`src/design/ntt_pkg.sv`:
```
// ----------------------------------------------------------------------------
// ntt_pkg: shared types, constants and twiddle table
// modulus, scaling constant, command codes and payload structs for the ntt block
// ----------------------------------------------------------------------------
package ntt_pkg;

	localparam int COEFF_COUNT_DEF = 256;
	localparam logic [11:0] MOD_Q = 12'd3329;
	localparam logic [11:0] INV_SCALE = 12'd3303;

	typedef enum logic [1:0] {
		CMD_LOAD = 2'd0,
		CMD_XFORM = 2'd1,
		CMD_READ = 2'd2,
		CMD_NONE = 2'd3
	} cmd_t;

	typedef struct packed {
		logic [1:0] cmd;
		logic [7:0] index;
		logic [11:0] coeff_in;
	} in_item_t;

	typedef struct packed {
		logic [11:0] coeff_out;
		logic [7:0] index_out;
		logic done_res;
	} out_item_t;

	// operation handed from sequencer to arithmetic unit
	typedef enum logic [1:0] {
		OP_CT = 2'd0,
		OP_GS = 2'd1,
		OP_SCALE = 2'd2
	} op_t;

	// 17^bitrev7(k) mod 3329
	function automatic logic [11:0] zeta(input logic [6:0] k);
		logic [11:0] r;
		case (k)
			7'd0: r = 12'd1; 7'd1: r = 12'd1729; 7'd2: r = 12'd2580; 7'd3: r = 12'd3289;
			7'd4: r = 12'd2642; 7'd5: r = 12'd630; 7'd6: r = 12'd1897; 7'd7: r = 12'd848;
			7'd8: r = 12'd1062; 7'd9: r = 12'd1919; 7'd10: r = 12'd193; 7'd11: r = 12'd797;
			7'd12: r = 12'd2786; 7'd13: r = 12'd3260; 7'd14: r = 12'd569; 7'd15: r = 12'd1746;
			7'd16: r = 12'd296; 7'd17: r = 12'd2447; 7'd18: r = 12'd1339; 7'd19: r = 12'd1476;
			7'd20: r = 12'd3046; 7'd21: r = 12'd56; 7'd22: r = 12'd2240; 7'd23: r = 12'd1333;
			7'd24: r = 12'd1426; 7'd25: r = 12'd2094; 7'd26: r = 12'd535; 7'd27: r = 12'd2882;
			7'd28: r = 12'd2393; 7'd29: r = 12'd2879; 7'd30: r = 12'd1974; 7'd31: r = 12'd821;
			7'd32: r = 12'd289; 7'd33: r = 12'd331; 7'd34: r = 12'd3253; 7'd35: r = 12'd1756;
			7'd36: r = 12'd1197; 7'd37: r = 12'd2304; 7'd38: r = 12'd2277; 7'd39: r = 12'd2055;
			7'd40: r = 12'd650; 7'd41: r = 12'd1977; 7'd42: r = 12'd2513; 7'd43: r = 12'd632;
			7'd44: r = 12'd2865; 7'd45: r = 12'd33; 7'd46: r = 12'd1320; 7'd47: r = 12'd1915;
			7'd48: r = 12'd2319; 7'd49: r = 12'd1435; 7'd50: r = 12'd807; 7'd51: r = 12'd452;
			7'd52: r = 12'd1438; 7'd53: r = 12'd2868; 7'd54: r = 12'd1534; 7'd55: r = 12'd2402;
			7'd56: r = 12'd2647; 7'd57: r = 12'd2617; 7'd58: r = 12'd1481; 7'd59: r = 12'd648;
			7'd60: r = 12'd2474; 7'd61: r = 12'd3110; 7'd62: r = 12'd1227; 7'd63: r = 12'd910;
			7'd64: r = 12'd17; 7'd65: r = 12'd2761; 7'd66: r = 12'd583; 7'd67: r = 12'd2649;
			7'd68: r = 12'd1637; 7'd69: r = 12'd723; 7'd70: r = 12'd2288; 7'd71: r = 12'd1100;
			7'd72: r = 12'd1409; 7'd73: r = 12'd2662; 7'd74: r = 12'd3281; 7'd75: r = 12'd233;
			7'd76: r = 12'd756; 7'd77: r = 12'd2156; 7'd78: r = 12'd3015; 7'd79: r = 12'd3050;
			7'd80: r = 12'd1703; 7'd81: r = 12'd1651; 7'd82: r = 12'd2789; 7'd83: r = 12'd1789;
			7'd84: r = 12'd1847; 7'd85: r = 12'd952; 7'd86: r = 12'd1461; 7'd87: r = 12'd2687;
			7'd88: r = 12'd939; 7'd89: r = 12'd2308; 7'd90: r = 12'd2437; 7'd91: r = 12'd2388;
			7'd92: r = 12'd733; 7'd93: r = 12'd2337; 7'd94: r = 12'd268; 7'd95: r = 12'd641;
			7'd96: r = 12'd1584; 7'd97: r = 12'd2298; 7'd98: r = 12'd2037; 7'd99: r = 12'd3220;
			7'd100: r = 12'd375; 7'd101: r = 12'd2549; 7'd102: r = 12'd2090; 7'd103: r = 12'd1645;
			7'd104: r = 12'd1063; 7'd105: r = 12'd319; 7'd106: r = 12'd2773; 7'd107: r = 12'd757;
			7'd108: r = 12'd2099; 7'd109: r = 12'd561; 7'd110: r = 12'd2466; 7'd111: r = 12'd2594;
			7'd112: r = 12'd2804; 7'd113: r = 12'd1092; 7'd114: r = 12'd403; 7'd115: r = 12'd1026;
			7'd116: r = 12'd1143; 7'd117: r = 12'd2150; 7'd118: r = 12'd2775; 7'd119: r = 12'd886;
			7'd120: r = 12'd1722; 7'd121: r = 12'd1212; 7'd122: r = 12'd1874; 7'd123: r = 12'd1029;
			7'd124: r = 12'd2110; 7'd125: r = 12'd2935; 7'd126: r = 12'd885; 7'd127: r = 12'd2154;
			default: r = 12'd1;
		endcase
		return r;
	endfunction

	// a+b mod q for a,b < q
	function automatic logic [11:0] mod_add(input logic [11:0] a, input logic [11:0] b);
		logic [12:0] s;
		logic [12:0] d;
		s = {1'b0, a} + {1'b0, b};
		d = s - {1'b0, MOD_Q};
		return d[12] ? s[11:0] : d[11:0];
	endfunction

	// a-b mod q for a,b < q
	function automatic logic [11:0] mod_sub(input logic [11:0] a, input logic [11:0] b);
		logic [12:0] d;
		logic [12:0] e;
		d = {1'b0, a} - {1'b0, b};
		e = d + {1'b0, MOD_Q};
		return d[12] ? e[11:0] : d[11:0];
	endfunction

endpackage

```
`src/design/ntt_mulred.sv`:
```
// ----------------------------------------------------------------------------
// ntt_mulred: registered modular multiplier
// two-stage product then barrett reduction modulo 3329
// ----------------------------------------------------------------------------
module ntt_mulred (
	input logic clk,
	input logic [11:0] a,
	input logic [11:0] b,
	output logic [11:0] p
);
	logic [23:0] prod_s1;
	logic [23:0] prod_s2;
	logic [23:0] qt_s2;
	logic [37:0] est;
	logic [24:0] rem1;
	logic [24:0] rem2;

	// floor(2^24/3329)=5039; estimate low by at most two
	assign est = 38'(prod_s1) * 38'd5039;

	always_ff @(posedge clk) begin
		prod_s1 <= 24'(a) * 24'(b);
		prod_s2 <= prod_s1;
		qt_s2 <= est[37:24] * 24'(ntt_pkg::MOD_Q);
	end

	always_comb begin
		rem1 = 25'(prod_s2) - 25'(qt_s2);
		rem2 = rem1;
		if (rem2 >= 25'(ntt_pkg::MOD_Q)) begin
			rem2 = rem2 - 25'(ntt_pkg::MOD_Q);
		end
		if (rem2 >= 25'(ntt_pkg::MOD_Q)) begin
			rem2 = rem2 - 25'(ntt_pkg::MOD_Q);
		end
		p = rem2[11:0];
	end
endmodule

```
`config.mk`:
```
export PLATFORM = sky130hd
export DESIGN_NAME = ntt_mulred
export DESIGN_NICKNAME = d
export VERILOG_FILES = /design/src/design/ntt_pkg.sv /design/src/design/ntt_mulred.sv
export SDC_FILE = /design/constraint.sdc
export NUM_CORES = 1
export LEC_CHECK = 0
export BUFFER_PORTS_ARGS = -buffer_cell sky130_fd_sc_hd__buf_2
export CORE_MARGIN = 5
export CORE_UTILIZATION = 35
export DETAILED_ROUTE_END_ITERATION = 8
export PLACE_DENSITY_LB_ADDON = 0.12
export RECOVER_POWER = 100
export SYNTH_ARGS = -nofsm -noshare
export SYNTH_HDL_FRONTEND = slang
export SYNTH_SLANG_ARGS = --single-unit
```
`constraint.sdc`:
```
create_clock -name clk -period 24.7 [get_ports clk]
set_clock_uncertainty 0.2 [all_clocks]
set_input_delay 2.47 -clock clk [delete_from_list [all_inputs] [get_ports clk]]
set_output_delay 2.47 -clock clk [all_outputs]
set_load 0.1 [all_outputs]
```
==> impl_metrics.tcl <==
set metrics [dict create \
    vias_per_cell 4.78 \
    end_kind "flop" \
    cts_setup_buffers 0 \
    ys_types 82 \
    avgSynthCellArea_um2 9.10 \
    crit_slowest_cell "fa_1" \
    core_um2 44100 \
    maxCapViolCount 0 \
    start_kind "flop" \
    min_path_type "flop to flop" \
    cp_top_family "adder cells" \
    grt_overflow_total 0 \
    area_delta_synth_final_pct 6.46 \
    worstSetupPathType "flop to flop" \
    cp.arrival_ns 10.12 \
    track_usage_pct 14.8 \
    drc 0 \
    drt-total-wl_mm 35.3 \
    firstDrtPassIters 5 \
    synth-edff-count 0 \
    slew_headroom_pct 21.9 \
    nNetsFinal 2251 \
    cts_buffers 9 \
    cts_max_level 3 \
    ios 37 \
    grt_pass1_wl_mm 60.4 \
    yosysWarningCount 0 \
    grt_pass1_vias 11909 \
    holdBufCountCts 0 \
    max_stage_delay_ns 0.55 \
    final_common_cell "inv_1" \
    dieArea_um2 48900 \
    crit_fanout 7 \
    rrSetupSlack_ns 14.65 \
    core.rowCount 77 \
    hold_start "prod_s1[21]$_DFF_P_" \
    syn_inst 1715 \
    setup_tns_ns 0 \
    synth_fp_nets 2248 \
    wire_per_inst_um 15.3 \
    crit_required_ns 24.78 \
    ys.flop_type "dfxtp_1" \
    synth_area_um2 15600 \
    insertion_delay_ns 0.35 \
    final_cells 2314 \
    die_h_um 221 \
    async_flop_share_pct 0 \
    whs_ns 0.253 \
    cts.sinks 72 \
    min_period_ns 10.05 \
    dp_hpwl_mm 31.0 \
    cts_tree "done" \
    layout-drive-gt1-share_pct 3.83 \
    slew_viol_final 0 \
    cts_resized 0 \
    cts_root_buffer "clkbuf_16" \
    vias 11062 \
    clockBufferDepth 2 \
    placed_cell_area_um2 16300 \
    whs_path_depth 0 \
    worstReg2RegEnd "qt_s2[23]$_DFF_P_" \
    most-common-layout-cells "inv_1 (369), ha_1 (270), fa_1 (238)" \
    die_w_um 221 \
    grt_max_degree 16 \
    crit_top_cell "inv_1" \
    status "finished clean" \
    drt-initial-drc-count 335 \
    antennaDiodeCount 0 \
    multi_input_area_um2 12600 \
    reg2reg_depth 42 \
    gp_congestion 0.836 \
    setup_viol 0 \
    dp.cells 2299 \
    path_buf_inv 8 \
    hold_end "prod_s2[21]$_DFF_P_" \
    worst_pin_slew_ns 1.18 \
    port_buffers 36 \
    cts.clk_slew.worst_paths_ns 0.06 \
    ant_nets 0 \
    nFillCells 4577 \
    final-seq-area_um2 1440 \
    stdcell_area_um2 16600 \
    r2r_start "prod_s1[18]$_DFF_P_" \
    fmax_ghz 0.0995 \
    antenna_found_initial 0 \
    ys_seq_elements 72 \
    initial_core_util_pct 35.4 \
    period_share_pct 40.7 \
    seq_area_frac_synth_pct 9.24 \
    rsz0062_at_grt "no" \
    final_hold_viol_count 0 \
]
==> per-layer routing <==
layer	track usage, %	up-vias	routed length (um)	part of all wire [%]
met2	26.3	104	17700	50
met1	20.0	5387	16700	47
met3	1.23	15	610	1.7
met4	2.62	0	307	0.87
met5	0	-	0	0
li1	-	5556	-	-
==> cells in the mapped netlist, drive strengths merged (6+ instances only) <==
cell / n / area (um2)
o21a: 10 / 75.1
a211oi: 11 / 103
or3: 8 / 50.1
a21o: 29 / 218
a31oi: 7 / 43.8
a21boi: 7 / 56.3
dfxtp: 72 / 1440
nand2: 148 / 556
nor4: 7 / 50.1
o21bai: 7 / 52.6
a211o: 6 / 52.6
inv: 369 / 1390
nand2b: 7 / 43.8
xnor2: 56 / 490
and2: 52 / 325
or2: 7 / 43.8
nor2: 66 / 258
xor2: 20 / 175
nor2b: 8 / 50.1
o21ai: 59 / 303
buf: 10 / 63.8
and3: 13 / 81.3
o211ai: 10 / 80.1
a21oi: 59 / 314
or4: 9 / 71.3
fa: 238 / 4760
ha: 270 / 3380
nand4: 9 / 56.3
nand3: 19 / 95.1
nor3: 20 / 105
clkbuf: 34 / 129
==> layout make-up <==
cell class	instances	share of cell area [%]
Timing Repair Buffer	36	0.979
Sequential cell	72	8.68
Clock buffer	11	1.46
Multi-Input combinational cell	1230	75.8
Inverter	369	8.34
Tap cell	592	4.46
Clock inverter	4	0.331
==> worst max path at each step <==
stage,start,to,cells past startpoint
floorplan,prod_s1[18]$_DFF_P_,qt_s2[23]$_DFF_P_,42
global placement,prod_s1[18]$_DFF_P_,qt_s2[23]$_DFF_P_,42
detailed placement,prod_s1[19]$_DFF_P_,qt_s2[23]$_DFF_P_,42
CTS,prod_s1[19]$_DFF_P_,qt_s2[23]$_DFF_P_,42
global route,prod_s1[18]$_DFF_P_,qt_s2[23]$_DFF_P_,42
finish,prod_s1[18]$_DFF_P_,qt_s2[23]$_DFF_P_,42
==> metrics by stage <==
step | worst slack (ns) | util, %
after detailed placement | 14.59 | 37.0
after global routing | 13.83 | 37.7
after global placement | 14.77 | 37.0
final | 14.65 | 37.7
after CTS | 14.54 | 37.7
after floorplan | 15.40 | -
==> registers in the layout, summed over array words and instances, names as in the netlist <==
signal and flops:
qt_s2 24, prod_s1 24, prod_s2 24
==> cells by family (layout without fill, tap and decap cells) <==
kind of cell,Yosys count,after routing,share of synthesized area [%]
simple gates,388,388,12.4
buf+inv,413,420,10.1
mux,1,1,0.0641
flops,72,72,9.24
fa+ha+maj,508,508,52.2
compound gates,257,257,11.8
xor+xnor,76,76,4.27
Power is left out: the tool's default activity adds up to more than one toggle a clock period on the data nets, which glitch-free logic cannot reach.
